[config.mk]
export PLATFORM = sky130hd
export DESIGN_NAME = triangle_sample_rasterizer_unit
export DESIGN_NICKNAME = d
export VERILOG_FILES = /design/src/rtl/tsr_pkg.sv /design/src/rtl/tsr_ctrl.sv /design/src/rtl/tsr_dpath.sv /design/src/rtl/triangle_sample_rasterizer_unit.sv
export SDC_FILE = /design/constraint.sdc
export NUM_CORES = 2
export LEC_CHECK = 0
export ABC_AREA = 1
export BUFFER_PORTS_ARGS = -buffer_cell sky130_fd_sc_hd__buf_2
export CAP_MARGIN = 15
export CORE_AREA = 2 2 357 359
export CTS_BUF_LIST = sky130_fd_sc_hd__clkbuf_4
export DETAILED_ROUTE_END_ITERATION = 8
export DIE_AREA = 0 0 359 361
export HOLD_SLACK_MARGIN = 0.15
export PLACE_DENSITY_LB_ADDON = 0.12
export RECOVER_POWER = 25
export SLEW_MARGIN = 25
export SYNTH_ARGS = -nofsm -noshare
export SYNTH_HDL_FRONTEND = slang
export SYNTH_SLANG_ARGS = --single-unit
[constraint.sdc]
create_clock -name clk_i -period 8.5 [get_ports clk_i]
set_input_delay 2.55 -clock clk_i [delete_from_list [all_inputs] [get_ports clk_i]]
set_output_delay 2.55 -clock clk_i [all_outputs]
set_load 0.03 [all_outputs]
[src/rtl/tsr_pkg.sv]
// tsr_pkg: shared types and constants of the triangle sample rasterizer
// no dependencies; used by tsr_ctrl, tsr_dpath and the top level
package tsr_pkg;

  localparam int unsigned CoordBits = 24;
  localparam int unsigned DiffBits  = CoordBits + 2;
  localparam int unsigned ProdBits  = 2 * DiffBits;
  localparam int unsigned EdgeBits  = ProdBits + 1;
  localparam int unsigned ScrBits   = 23;
  localparam int unsigned HitBits   = 24;

  // item commands
  localparam logic CMD_LOAD = 1'b0;
  localparam logic CMD_STEP = 1'b1;

  // result status codes
  localparam logic [1:0] STATUS_LOADED = 2'd0;
  localparam logic [1:0] STATUS_TESTED = 2'd1;
  localparam logic [1:0] STATUS_NONE   = 2'd2;

  // configuration register indexes
  localparam logic [1:0] REG_FRAC   = 2'd0;
  localparam logic [1:0] REG_SUB    = 2'd1;
  localparam logic [1:0] REG_WIDTH  = 2'd2;
  localparam logic [1:0] REG_HEIGHT = 2'd3;

  // multiply sequence: six products, then a final slot to fold the last
  localparam logic [2:0] MUL_LAST = 3'd6;

  typedef enum logic [2:0] {
    ST_IDLE,
    ST_LOAD,
    ST_SAMPLE,
    ST_MUL,
    ST_FINISH
  } state_e;

  typedef struct packed {
    logic       capture_vtx;
    logic       build_box;
    logic       idle_report;
    logic       sample;
    logic       mul_en;
    logic [2:0] mul_idx;
    logic       finish;
  } ctl_cmd_t;

  typedef struct packed {
    logic walk_active;
  } ctl_stat_t;

endpackage

[src/rtl/tsr_ctrl.sv]
// tsr_ctrl: sequencing state machine of the rasterizer
// depends on tsr_pkg; drives tsr_dpath through ctl_cmd_t
module tsr_ctrl import tsr_pkg::*; (
  input  logic      clk_i,
  input  logic      rst_ni,
  input  logic      start_i,
  input  logic      cmd_i,
  input  ctl_stat_t stat_i,
  output ctl_cmd_t  ctl_o,
  output logic      busy_o
);

  state_e     state_q, state_d;
  logic [2:0] cnt_q, cnt_d;

  // state register
  always_ff @(posedge clk_i or negedge rst_ni) begin
    if (!rst_ni) begin
      state_q <= ST_IDLE;
      cnt_q   <= '0;
    end else begin
      state_q <= state_d;
      cnt_q   <= cnt_d;
    end
  end

  // next state and commands
  always_comb begin
    state_d = state_q;
    cnt_d   = cnt_q;
    ctl_o   = '0;
    ctl_o.mul_idx = cnt_q;
    unique case (state_q)
      ST_IDLE: begin
        if (start_i) begin
          if (cmd_i == CMD_LOAD) begin
            ctl_o.capture_vtx = 1'b1;
            state_d = ST_LOAD;
          end else if (stat_i.walk_active) begin
            state_d = ST_SAMPLE;
          end else begin
            ctl_o.idle_report = 1'b1;
          end
        end
      end
      ST_LOAD: begin
        ctl_o.build_box = 1'b1;
        state_d = ST_IDLE;
      end
      ST_SAMPLE: begin
        ctl_o.sample = 1'b1;
        cnt_d   = '0;
        state_d = ST_MUL;
      end
      ST_MUL: begin
        ctl_o.mul_en = 1'b1;
        cnt_d = cnt_q + 3'd1;
        if (cnt_q == MUL_LAST) begin
          state_d = ST_FINISH;
        end
      end
      ST_FINISH: begin
        ctl_o.finish = 1'b1;
        state_d = ST_IDLE;
      end
      default: state_d = ST_IDLE;
    endcase
  end

  assign busy_o = (state_q != ST_IDLE);

endmodule

[src/rtl/tsr_dpath.sv]
// tsr_dpath: vertex store, box walk, jitter, shared edge multiplier, results
// depends on tsr_pkg; commanded by tsr_ctrl
module tsr_dpath import tsr_pkg::*; (
  input  logic                        clk_i,
  input  logic                        rst_ni,
  input  ctl_cmd_t                    ctl_i,
  output ctl_stat_t                   stat_o,
  input  logic                        cfg_we_i,
  input  logic [1:0]                  cfg_index_i,
  input  logic [ScrBits-1:0]          cfg_data_i,
  input  logic signed [CoordBits-1:0] v0_x_i,
  input  logic signed [CoordBits-1:0] v0_y_i,
  input  logic signed [CoordBits-1:0] v1_x_i,
  input  logic signed [CoordBits-1:0] v1_y_i,
  input  logic signed [CoordBits-1:0] v2_x_i,
  input  logic signed [CoordBits-1:0] v2_y_i,
  output logic                        done_o,
  output logic [1:0]                  status_o,
  output logic                        hit_o,
  output logic [14:0]                 pixel_x_o,
  output logic [14:0]                 pixel_y_o,
  output logic [2:0]                  sub_x_o,
  output logic [2:0]                  sub_y_o,
  output logic                        last_o,
  output logic [HitBits-1:0]          hit_tally_o
);

  // configuration registers
  logic [3:0]         frac_q;
  logic [1:0]         sub_q;
  logic [ScrBits-1:0] scr_w_q, scr_h_q;

  always_ff @(posedge clk_i or negedge rst_ni) begin
    if (!rst_ni) begin
      frac_q  <= 4'd10;
      sub_q   <= 2'd2;
      scr_w_q <= ScrBits'(1048576);
      scr_h_q <= ScrBits'(1048576);
    end else if (cfg_we_i) begin
      unique case (cfg_index_i)
        REG_FRAC:   frac_q  <= cfg_data_i[3:0];
        REG_SUB:    sub_q   <= cfg_data_i[1:0];
        REG_WIDTH:  scr_w_q <= cfg_data_i;
        REG_HEIGHT: scr_h_q <= cfg_data_i;
        default:    ;
      endcase
    end
  end

  // grid shift and step
  logic [3:0]  g;
  logic [15:0] step;
  assign g    = (frac_q > {2'b00, sub_q}) ? (frac_q - {2'b00, sub_q}) : 4'd0;
  assign step = 16'd1 << g;

  // vertex store
  logic signed [CoordBits-1:0] vx_q [3];
  logic signed [CoordBits-1:0] vy_q [3];

  always_ff @(posedge clk_i or negedge rst_ni) begin
    if (!rst_ni) begin
      for (int i = 0; i < 3; i++) begin
        vx_q[i] <= '0;
        vy_q[i] <= '0;
      end
    end else if (ctl_i.capture_vtx) begin
      vx_q[0] <= v0_x_i; vy_q[0] <= v0_y_i;
      vx_q[1] <= v1_x_i; vy_q[1] <= v1_y_i;
      vx_q[2] <= v2_x_i; vy_q[2] <= v2_y_i;
    end
  end

  // bounding box: min/max, floor to grid, clip
  logic signed [CoordBits-1:0] mnx, mxx, mny, mxy;
  logic signed [CoordBits-1:0] gmask;
  logic signed [CoordBits-1:0] flx, fux, fly, fuy;
  logic signed [CoordBits-1:0] blx, bux, bly, buy;
  logic                        box_ok;

  always_comb begin
    mnx = vx_q[0]; mxx = vx_q[0];
    mny = vy_q[0]; mxy = vy_q[0];
    for (int i = 1; i < 3; i++) begin
      if (vx_q[i] < mnx) mnx = vx_q[i];
      if (vx_q[i] > mxx) mxx = vx_q[i];
      if (vy_q[i] < mny) mny = vy_q[i];
      if (vy_q[i] > mxy) mxy = vy_q[i];
    end
    gmask = ~((CoordBits'(1) << g) - CoordBits'(1));
    flx = mnx & gmask; fux = mxx & gmask;
    fly = mny & gmask; fuy = mxy & gmask;
    blx = flx[CoordBits-1] ? '0 : flx;
    bly = fly[CoordBits-1] ? '0 : fly;
    bux = (fux > $signed({1'b0, scr_w_q})) ? $signed({1'b0, scr_w_q}) : fux;
    buy = (fuy > $signed({1'b0, scr_h_q})) ? $signed({1'b0, scr_h_q}) : fuy;
    box_ok = (blx <= bux) && (bly <= buy);
  end

  // walk state
  logic signed [CoordBits-1:0] lx_q, ly_q, ux_q, uy_q, cx_q, cy_q;
  logic                        walk_q;
  logic [HitBits-1:0]          hits_q;
  assign stat_o.walk_active = walk_q;

  // jittered sample and vertex differences
  logic [7:0]                 jmask, jx, jy;
  logic signed [DiffBits-1:0] sx, sy;
  logic signed [DiffBits-1:0] dx_q [3];
  logic signed [DiffBits-1:0] dy_q [3];

  assign jmask = 8'hff >> sub_q;
  assign jx = (cx_q[11:4] ^ cy_q[23:16]) & jmask;
  assign jy = (cy_q[11:4] ^ cx_q[23:16]) & jmask;
  assign sx = DiffBits'(cx_q) + $signed({16'd0, jx, 2'b00});
  assign sy = DiffBits'(cy_q) + $signed({16'd0, jy, 2'b00});

  always_ff @(posedge clk_i) begin
    if (ctl_i.sample) begin
      for (int i = 0; i < 3; i++) begin
        dx_q[i] <= DiffBits'(vx_q[i]) - sx;
        dy_q[i] <= DiffBits'(vy_q[i]) - sy;
      end
    end
  end

  // shared multiplier: operand select per sequence slot
  logic signed [DiffBits-1:0] op_a, op_b;
  always_comb begin
    unique case (ctl_i.mul_idx)
      3'd0:    begin op_a = dx_q[0]; op_b = dy_q[1]; end
      3'd1:    begin op_a = dx_q[1]; op_b = dy_q[0]; end
      3'd2:    begin op_a = dx_q[1]; op_b = dy_q[2]; end
      3'd3:    begin op_a = dx_q[2]; op_b = dy_q[1]; end
      3'd4:    begin op_a = dx_q[2]; op_b = dy_q[0]; end
      3'd5:    begin op_a = dx_q[0]; op_b = dy_q[2]; end
      default: begin op_a = '0;      op_b = '0;      end
    endcase
  end

  logic signed [ProdBits-1:0] prod_q, first_q;
  logic signed [EdgeBits-1:0] edge_d;
  logic [2:0]                 prev_idx;
  logic [2:0]                 inside_q;

  assign prev_idx = ctl_i.mul_idx - 3'd1;
  assign edge_d   = EdgeBits'(first_q) - EdgeBits'(prod_q);

  // product register and edge folding of the product from the previous slot
  always_ff @(posedge clk_i) begin
    if (ctl_i.mul_en) begin
      prod_q <= op_a * op_b;
      if (ctl_i.mul_idx != 3'd0) begin
        if (!prev_idx[0]) begin
          first_q <= prod_q;
        end else begin
          unique case (prev_idx[2:1])
            2'd0:    inside_q[0] <= edge_d[EdgeBits-1] || (edge_d == '0);
            2'd1:    inside_q[1] <= edge_d[EdgeBits-1];
            default: inside_q[2] <= edge_d[EdgeBits-1] || (edge_d == '0);
          endcase
        end
      end
    end
  end

  // cursor advance
  logic signed [DiffBits-1:0] ny, nx;
  logic                       hit;
  logic [CoordBits-1:0]       fmask;
  assign ny    = DiffBits'(cy_q) + $signed({10'd0, step});
  assign nx    = DiffBits'(cx_q) + $signed({10'd0, step});
  assign hit   = &inside_q;
  assign fmask = (CoordBits'(1) << frac_q) - CoordBits'(1);

  always_ff @(posedge clk_i or negedge rst_ni) begin
    if (!rst_ni) begin
      lx_q <= '0; ly_q <= '0; ux_q <= '0; uy_q <= '0;
      cx_q <= '0; cy_q <= '0;
      walk_q <= 1'b0;
      hits_q <= '0;
    end else if (ctl_i.build_box) begin
      lx_q <= blx; ly_q <= bly; ux_q <= bux; uy_q <= buy;
      cx_q <= blx; cy_q <= bly;
      walk_q <= box_ok;
      hits_q <= '0;
    end else if (ctl_i.finish) begin
      if (hit && (hits_q != '1)) hits_q <= hits_q + 1'b1;
      if (ny <= DiffBits'(uy_q)) begin
        cy_q <= CoordBits'(ny);
      end else if (nx <= DiffBits'(ux_q)) begin
        cy_q <= ly_q;
        cx_q <= CoordBits'(nx);
      end else begin
        walk_q <= 1'b0;
      end
    end
  end

  // result register
  logic                 done_q;
  logic [1:0]           status_q;
  logic                 hit_q, last_q;
  logic [14:0]          px_q, py_q;
  logic [2:0]           sbx_q, sby_q;
  logic [HitBits-1:0]   cnt_q;
  logic [CoordBits-1:0] pxs, pys, sbxs, sbys;

  assign pxs  = cx_q >> frac_q;
  assign pys  = cy_q >> frac_q;
  assign sbxs = (cx_q & fmask) >> g;
  assign sbys = (cy_q & fmask) >> g;

  always_ff @(posedge clk_i or negedge rst_ni) begin
    if (!rst_ni) begin
      done_q <= 1'b0;
    end else begin
      done_q <= ctl_i.build_box || ctl_i.idle_report || ctl_i.finish;
    end
  end

  always_ff @(posedge clk_i) begin
    if (ctl_i.build_box) begin
      status_q <= STATUS_LOADED;
      hit_q <= 1'b0; px_q <= '0; py_q <= '0; sbx_q <= '0; sby_q <= '0;
      last_q <= !box_ok;
      cnt_q  <= '0;
    end else if (ctl_i.idle_report) begin
      status_q <= STATUS_NONE;
      hit_q <= 1'b0; px_q <= '0; py_q <= '0; sbx_q <= '0; sby_q <= '0;
      last_q <= 1'b0;
      cnt_q  <= hits_q;
    end else if (ctl_i.finish) begin
      status_q <= STATUS_TESTED;
      hit_q  <= hit;
      px_q   <= pxs[14:0];
      py_q   <= pys[14:0];
      sbx_q  <= sbxs[2:0];
      sby_q  <= sbys[2:0];
      last_q <= !((ny <= DiffBits'(uy_q)) || (nx <= DiffBits'(ux_q)));
      cnt_q  <= (hit && (hits_q != '1)) ? hits_q + 1'b1 : hits_q;
    end
  end

  assign done_o      = done_q;
  assign status_o    = status_q;
  assign hit_o       = hit_q;
  assign pixel_x_o   = px_q;
  assign pixel_y_o   = py_q;
  assign sub_x_o     = sbx_q;
  assign sub_y_o     = sby_q;
  assign last_o      = last_q;
  assign hit_tally_o = cnt_q;

endmodule

[src/rtl/triangle_sample_rasterizer_unit.sv]
// triangle_sample_rasterizer_unit: top level, controller plus datapath
// depends on tsr_pkg, tsr_ctrl, tsr_dpath
//
//  channel   | handshake                 | payload
//  ----------+---------------------------+----------------------------------
//  item in   | start_i, busy_o           | cmd_i, v0_x_i .. v2_y_i
//  config    | cfg_valid_i, cfg_ready_o  | cfg_index_i, cfg_data_i
//  result    | done_o (one-cycle strobe) | status_o .. hit_tally_o
//
// load: result registered after vertex capture and box build
// step with a walk pending: sample, the multiply slots of the one shared signed
//   multiplier of DiffBits-wide operands for all edge functions, finish
// step with nothing pending: result in the cycle after the transfer, busy stays low
// reset clears control and walk state; config registers take their defaults
// results cannot be stalled; config writes are always ready
module triangle_sample_rasterizer_unit import tsr_pkg::*; (
  input  logic                        clk_i,
  input  logic                        rst_ni,
  input  logic                        start_i,
  output logic                        busy_o,
  input  logic                        cmd_i,
  input  logic signed [CoordBits-1:0] v0_x_i,
  input  logic signed [CoordBits-1:0] v0_y_i,
  input  logic signed [CoordBits-1:0] v1_x_i,
  input  logic signed [CoordBits-1:0] v1_y_i,
  input  logic signed [CoordBits-1:0] v2_x_i,
  input  logic signed [CoordBits-1:0] v2_y_i,
  input  logic                        cfg_valid_i,
  output logic                        cfg_ready_o,
  input  logic [1:0]                  cfg_index_i,
  input  logic [ScrBits-1:0]          cfg_data_i,
  output logic                        done_o,
  output logic [1:0]                  status_o,
  output logic                        hit_o,
  output logic [14:0]                 pixel_x_o,
  output logic [14:0]                 pixel_y_o,
  output logic [2:0]                  sub_x_o,
  output logic [2:0]                  sub_y_o,
  output logic                        last_o,
  output logic [HitBits-1:0]          hit_tally_o
);

  ctl_cmd_t  ctl;
  ctl_stat_t stat;

  assign cfg_ready_o = 1'b1;

  tsr_ctrl u_ctrl (
    .clk_i   (clk_i),
    .rst_ni  (rst_ni),
    .start_i (start_i),
    .cmd_i   (cmd_i),
    .stat_i  (stat),
    .ctl_o   (ctl),
    .busy_o  (busy_o)
  );

  tsr_dpath u_dpath (
    .clk_i       (clk_i),
    .rst_ni      (rst_ni),
    .ctl_i       (ctl),
    .stat_o      (stat),
    .cfg_we_i    (cfg_valid_i && cfg_ready_o),
    .cfg_index_i (cfg_index_i),
    .cfg_data_i  (cfg_data_i),
    .v0_x_i      (v0_x_i),
    .v0_y_i      (v0_y_i),
    .v1_x_i      (v1_x_i),
    .v1_y_i      (v1_y_i),
    .v2_x_i      (v2_x_i),
    .v2_y_i      (v2_y_i),
    .done_o      (done_o),
    .status_o    (status_o),
    .hit_o       (hit_o),
    .pixel_x_o   (pixel_x_o),
    .pixel_y_o   (pixel_y_o),
    .sub_x_o     (sub_x_o),
    .sub_y_o     (sub_y_o),
    .last_o      (last_o),
    .hit_tally_o (hit_tally_o)
  );

  // a load transfer always occupies the block for the box build
  a_load_busy: assert property (@(posedge clk_i) disable iff (!rst_ni)
    (start_i && !busy_o && cmd_i == CMD_LOAD) |=> busy_o)
    else $error("load did not enter box build");

  // load results carry no hit and a cleared count
  a_load_clear: assert property (@(posedge clk_i) disable iff (!rst_ni)
    (done_o && status_o == STATUS_LOADED) |-> (!hit_o && hit_tally_o == '0))
    else $error("load result not cleared");

  // a tested sample is reported only as the controller returns to idle
  a_tested_idle: assert property (@(posedge clk_i) disable iff (!rst_ni)
    (done_o && status_o == STATUS_TESTED) |-> !busy_o)
    else $error("sample result while busy");

  // status code is always a defined one
  a_status_code: assert property (@(posedge clk_i) disable iff (!rst_ni)
    done_o |-> (status_o == STATUS_LOADED || status_o == STATUS_TESTED ||
                status_o == STATUS_NONE))
    else $error("undefined status code");

endmodule

### Word level (Yosys, flattened, before mapping)

Memory sizes are Yosys's and may differ from the RTL's.
Cells that the tools add are included.

* memories kept: 2
* register bits after elaboration: 519
* output and inout port bits: 67
* logic and storage cells: 207
* input port bits: 174
* RAM bits: 156

Memories
* u_dpath.dx_q: depth 3, width 26, read ports 3, clocked after memory_dff 0, write ports 3, line tsr_dpath.sv:108 `logic signed [DiffBits-1:0] dx_q [3];`
* u_dpath.dy_q: depth 3, width 26, read ports 3, clocked after memory_dff 0, write ports 3, line tsr_dpath.sv:109 `logic signed [DiffBits-1:0] dy_q [3];`

* $lt $le $gt $ge: 15
* bitwise logic cells: 13
* add/sub/neg operators: 17
* reduce and logical (&&, ||, !) cells: 42
* $mul: 1
* mux-type cells: 55
* equality and inequality tests: 20
* shift-type cells: 8

Operators with widths (count)
* two-way mux 24 bit: 22
* case mux 26 bit (3 select lines): 2
* subtractor 24 x 25 -> 26 bit: 6
* bitwise AND 24 bit: 6
* > comparator 24 bit: 6
* < comparator 24 bit: 4
* zero test 53 bit: 1
* subtractor 52 x 52 -> 53 bit: 1
* multiplier 26 x 26 -> 52 bit: 1
* adder 24 x 11 -> 25 bit: 2
* adder 24 x 17 -> 25 bit: 2
* <= comparator 25 x 24 -> 1 bit: 2
* <= comparator 24 bit: 2
* left shift 1 x 4 -> 24 bit (first input constant): 2
* >> shifter 24 x 4 -> 15 bit: 2
* >> shifter 24 x 4 -> 3 bit: 2
* subtractor 24 x 2 -> 24 bit (second input constant): 2
* two-way mux 23 bit: 2
* adder 24 x 1 -> 24 bit (second input constant): 1
* inequality test 24 bit (second input constant): 1
* inverter 24 bit: 1
* two-way mux 1 bit: 20
* bitwise AND 8 bit: 2
* OR reduction 2 bit: 8
* 31 further kinds: 71

### Longest topological paths before layout

* depth after elaboration: 12
* mapped depth: 64
* depth with buffers taken out: 59

### By module

From an unflattened synthesis, not the netlist that was laid out.

* cell total of the unflattened synthesis: 9484
* area, all modules: 75376.0 um2

Modules (own cells, without submodules)
* tsr_dpath: area each 74966.9 um2, instances 1, cells each 9432, sequential area each 17728.3 um2
* tsr_ctrl: area each 397.9 um2, instances 1, cells each 50, sequential area each 150.1 um2
* triangle_sample_rasterizer_unit: area each 11.3 um2, instances 1, cells each 2, sequential area each 0.0 um2

### Worst setup path before layout

Ideal clock, no wire load.

* path type: reg2reg
* start point: register u_ctrl.cnt_q[0]
* end point: register u_dpath.prod_q[48], data pin
* setup time: 0.265 ns
* data required time: 8.235 ns
* stages on the path, launching flop included: 35
* setup slack: 0.470 ns
* data arrival time: 7.765 ns
* buffers on the path: 3
* cell sequence: dfrtp_1 inv_1 ha_1 inv_1 nor2_1 a21oi_1 inv_1 clkbuf_1 buf_1 nand2_1 nand3_1 clkbuf_1 nand2_1 fa_1 inv_1 fa_1 fa_1 fa_1 fa_1 inv_1 fa_1 inv_1 fa_1 ha_1 a21oi_1 o21a_1 o21ai_0 a221o_1 a21oi_1 inv_1 nand2_1 nand2_1 a31oi_1 o21ai_0 xor2_1

* cells in the longest elaborated chain, start to end: 4
* elaborated cells between the ends (all ways): 15
* classes of those cells: mul (1); eq/ne (5); mux (2); reduce/logical (7)

RTL lines
* start, declared: line tsr_ctrl.sv:14 `logic [2:0] cnt_q, cnt_d;`
* start signal, assigned: line tsr_ctrl.sv:23 `cnt_q <= cnt_d;`
* == test 3 bit (tied with other cells): line tsr_dpath.sv:129 `unique case (ctl_i.mul_idx)`
* OR reduction 2 bit (no line)
* case mux 26 bit (3 select lines): line tsr_dpath.sv:129
* multiplier 26 x 26 -> 52 bit (*): line tsr_dpath.sv:151 `prod_q <= op_a * op_b;`
* end signal, assigned: line tsr_dpath.sv:151
* end, declared: line tsr_dpath.sv:140 `logic signed [ProdBits-1:0] prod_q, first_q;`

Every way passes the cells marked *; elsewhere a longest branch is shown, timed or not.
A chain may end at the register's enable or synchronous reset.

### Worst setup path in the final report

* start point: register u_dpath.vx_q[52] in the netlist's numbering
* end point: register u_dpath.last_q (netlist: u_dpath.last_o), data pin

* cells in the longest elaborated chain, start to end: 11
* elaborated cells between the ends (all ways): 17
* classes of those cells: order compare (6); mux (7); bitwise (2); reduce/logical (2)

RTL lines
* start, declared: line tsr_dpath.sv:57 `logic signed [CoordBits-1:0] vx_q [3];`
* > comparator 24 bit: line tsr_dpath.sv:85 `if (vx_q[i] > mxx) mxx = vx_q[i];`
* two-way mux 24 bit: line tsr_dpath.sv:85
* > comparator 24 bit: line tsr_dpath.sv:85
* two-way mux 24 bit: line tsr_dpath.sv:85
* bitwise AND 24 bit: line tsr_dpath.sv:90 `flx = mnx & gmask; fux = mxx & gmask;`
* > comparator 24 bit: line tsr_dpath.sv:94 `bux = (fux > $signed({1'b0, scr_w_q})) ? $signed({1'b0, scr_w_q}) : fux;`
* two-way mux 24 bit: line tsr_dpath.sv:94
* <= comparator 24 bit (*): line tsr_dpath.sv:96 `box_ok = (blx <= bux) && (bly <= buy);`
* logical AND 1 bit (*): line tsr_dpath.sv:96
* zero test 1 bit (*): line tsr_dpath.sv:225 `last_q <= !box_ok;`
* two-way mux 1 bit (*): line tsr_dpath.sv:222 `if (ctl_i.build_box) begin`
* end signal, assigned: line tsr_dpath.sv:225
* end signal, assigned: line tsr_dpath.sv:239 `last_q <= !((ny <= DiffBits'(uy_q)) || (nx <= DiffBits'(ux_q)));`
* end, declared: line tsr_dpath.sv:202 `logic hit_q, last_q;`

Marks and branches as above.

==> results.yml <==
global_route:
  gr-total-overflow: 0
  antenna_found_initial: 12
  grtUsageMet1_pct: 51.3
  grtUsageMet2_pct: 70.2
  grt_max_degree: 121
  grt_first_pass_wirelength_mm: 412
  grt_pass1_vias: 69900
  grtUsageMet3_pct: 7.55
  gr-usage-all-layers_pct: 42.1
  busiest_layer: "met2"
cells_and_area:
  drive_above_1_share_pct: 14.7
  layout.nets: 11600
  layout.area.seq_sq_mm: 0.0179
  layout.cells.non_filler: 11900
  finalInstanceArea_sq_mm: 0.0852
  fill_cells: 10300
  mostFrequentLayoutCell: "nand2_1"
  final_core_util_pct: 68.0
  layout_common_cells: "nand2_1, inv_1, fa_1"
  syn2layout_area_growth_pct: 13.9
  multiInputGateArea_sq_mm: 0.0501
sta:
  tightest_slew_ns: 4.61
  max_clock_freq_ghz: 0.119
  post-route-period-util_pct: 99.2
  rsz0062_at_grt: "true"
  hold_viol: 0
  drv_slew: 417
  setup_viol: 0
  relSlewSlack_pct: -207
  fin_skew_ns: 0.128
  period_needed_ns: 8.43
yosys:
  ys_types: 78
  synth_edf_count: 264
  yosys_warnings: 0
  ys.flop_type: "dfrtp_1"
  ys_ff_latch: 674
  synth_area_sq_mm: 0.0748
  syn_inst: 9343
  seq_area_frac_synth_pct: 23.9
  syn_avg_cell_area_sq_um: 8.01
  syn_nets: 10900
  synthArstFlopShare_pct: 51.5
place:
  portBuffers: 239
  place_congestion: 1.05
  dp_hpwl_mm: 225
  placed_cells: 11400
  place_area_sq_mm: 0.0809
clock_tree:
  numCtsBuffers: 190
  ctsHoldBuffers: 0
  insertion_delay_ns: 1.29
  htree_levels: 4
  clock_sink_count: 674
  cts_tree: "built"
  cts_buffer_depth: 3
  root_buffer: "clkbuf_4"
  clk_pin_slew_ns: 0.07
setup_path:
  path_delay_family: "simple AND/OR/NAND/NOR gates"
  cp_num_buf_inv: 9
  crit_top_cell: "nand2_1"
  endpoint_kind: "flop"
  startpoint_type: "flop"
  cp.required_ns: 9.50
  cp_slowest_cell: "o31ai_4"
  slowest_delay_ns: 0.55
  critPathKind: "flop to flop"
  cp_max_fo: 14
  cp_data_arrival_time_ns: 9.42
drt:
  antenna_left: 0
  vias_per_cell: 5.89
  route.detailed.drc: 0
  post_drt_wl_per_cell_um: 23.4
  via_count: 69800
  wl_mm: 277
  drtPass1Iterations: 9
  drtIter0Drc: 7518
floorplan:
  num_io_pins: 241
  rows: 130
  coreArea_sq_mm: 0.125
  die_x_um: 359
  die_area_sq_mm: 0.130
  start_util_pct: 59.7
  die_h_um: 361
outcome:
  violations: "capacitance limit, slew limit"
  status: "finished with violations"
run:
  cap_viol_max_count: 7
min_path:
  hold_class: "flop to flop"
## per-stage QoR
step	TNS (ns)	hold WS, ns	setup slack (ns)
global placement	-1.41	0.433	-0.806
global route	-0.621	0.454	-0.271
CTS	-0.0522	0.448	-0.0522
detailed placement	-1.35	0.438	-0.734
finish	0	0.448	0.0704
floorplan	0	0.426	0.470
## cells in the mapped netlist (all sizes together) (33+ instances only)
cell / number / area [sq um]
nand2: 2057 / 7810
inv: 1779 / 6690
fa: 722 / 14500
ha: 691 / 8650
a21oi: 680 / 3420
o21ai: 675 / 3410
nor2: 508 / 2000
dfrtp: 342 / 8560
edfxtp: 264 / 7930
clkbuf: 252 / 946
nand3: 232 / 1190
xor2: 231 / 2030
xnor2: 118 / 1030
nand4: 110 / 707
nor3: 66 / 350
dfxtp: 63 / 1260
buf: 55 / 335
mux2: 46 / 518
a31oi: 41 / 257
or2: 38 / 238
o221ai: 37 / 324
o211ai: 33 / 262
## sequential cells by signal (all words and copies together), names as in the netlist, 4 cells and up
name                 cells
u_dpath.vy_q            72
u_dpath.cy_q            24
u_dpath.scr_w_q         23
u_dpath.dx_q            78
u_dpath.pixel_y_o       15
u_dpath.pixel_x_o       15
u_dpath.ux_q            24
u_dpath.ly_q            23
u_dpath.first_q         52
u_dpath.uy_q            24
u_dpath.vx_q            72
u_dpath.prod_q          52
u_dpath.scr_h_q         23
u_dpath.dy_q            78
u_dpath.hit_tally_o     24
u_dpath.cx_q            24
u_dpath.hits_q          24
u_dpath.frac_q           4
## metal layers
metal | vias up | share of wire, % | wire length [um]
li1 | 31400 | - | -
met1 | 33800 | 37 | 104000
met4 | 2 | 7.0 | 19500
met5 | - | 0.0047 | 13
met3 | 976 | 8.7 | 24000
met2 | 3693 | 47 | 130000
## final timing paths
path                                    startpoint  slack, ns  cells after the start                   to
worst max-delay path              u_dpath.vx_q[52]       0.07                     46       u_dpath.last_o
worst min register to register  u_dpath.prod_q[24]       0.45                      0  u_dpath.first_q[24]
worst min-delay path            u_dpath.prod_q[24]       0.45                      0  u_dpath.first_q[24]
worst max register to register    u_dpath.vx_q[52]       0.07                     46       u_dpath.last_o
max in group asynchronous                   rst_ni       1.01                      2    u_dpath.frac_q[0]
min in group asynchronous                   rst_ni       1.68                      1  u_dpath.scr_h_q[12]
## worst register-to-register path, delay by kind of cell, from the launching register on
family	cells	cell delay [ns]
and+or+nand+nor	20	3.02
AOI/OAI and AO/OA	12	2.21
adders and majority gates	4	1.16
buffers and inverters	9	1.15
DFF	1	0.38
xor gates and xnor gates	1	0.23
## layout make-up
type | instances | area share [%]
Inverter | 1786 | 7.89
Clock inverter | 74 | 0.476
Antenna cell | 14 | 0.0411
Sequential cell | 674 | 21.0
Clock buffer | 274 | 2.41
Timing Repair inverter | 1 | 0.00881
Tap cell | 1650 | 2.42
Multi-Input combinational cell | 6576 | 58.8
Timing Repair Buffer | 804 | 6.94
## what timing repair did
item | CTS | global route
pin swaps | 5 | 73
cloned | 0 | 9
setup buffers | 3 | 75
hold endpoints to repair | 0 | 0
endpoints found under the setup margin | 4 | 22
resized for setup | 48 | 210
## logic make-up (layout without fill, tap and decap cells)
group	after synthesis	after routing	share of synthesized area (%)
compound gates	1695	1695	12.7
flops	674	674	23.9
simple gates	3054	3054	16.8
fa+ha+maj	1413	1413	30.9
other cells	1	15	0.00501
mux	64	64	0.933
buf+inv	2093	2939	10.7
xor+xnor	349	349	4.10
Power is not shown: default switching activity piles up to over one toggle a cycle in this logic, so the estimate is an artifact.
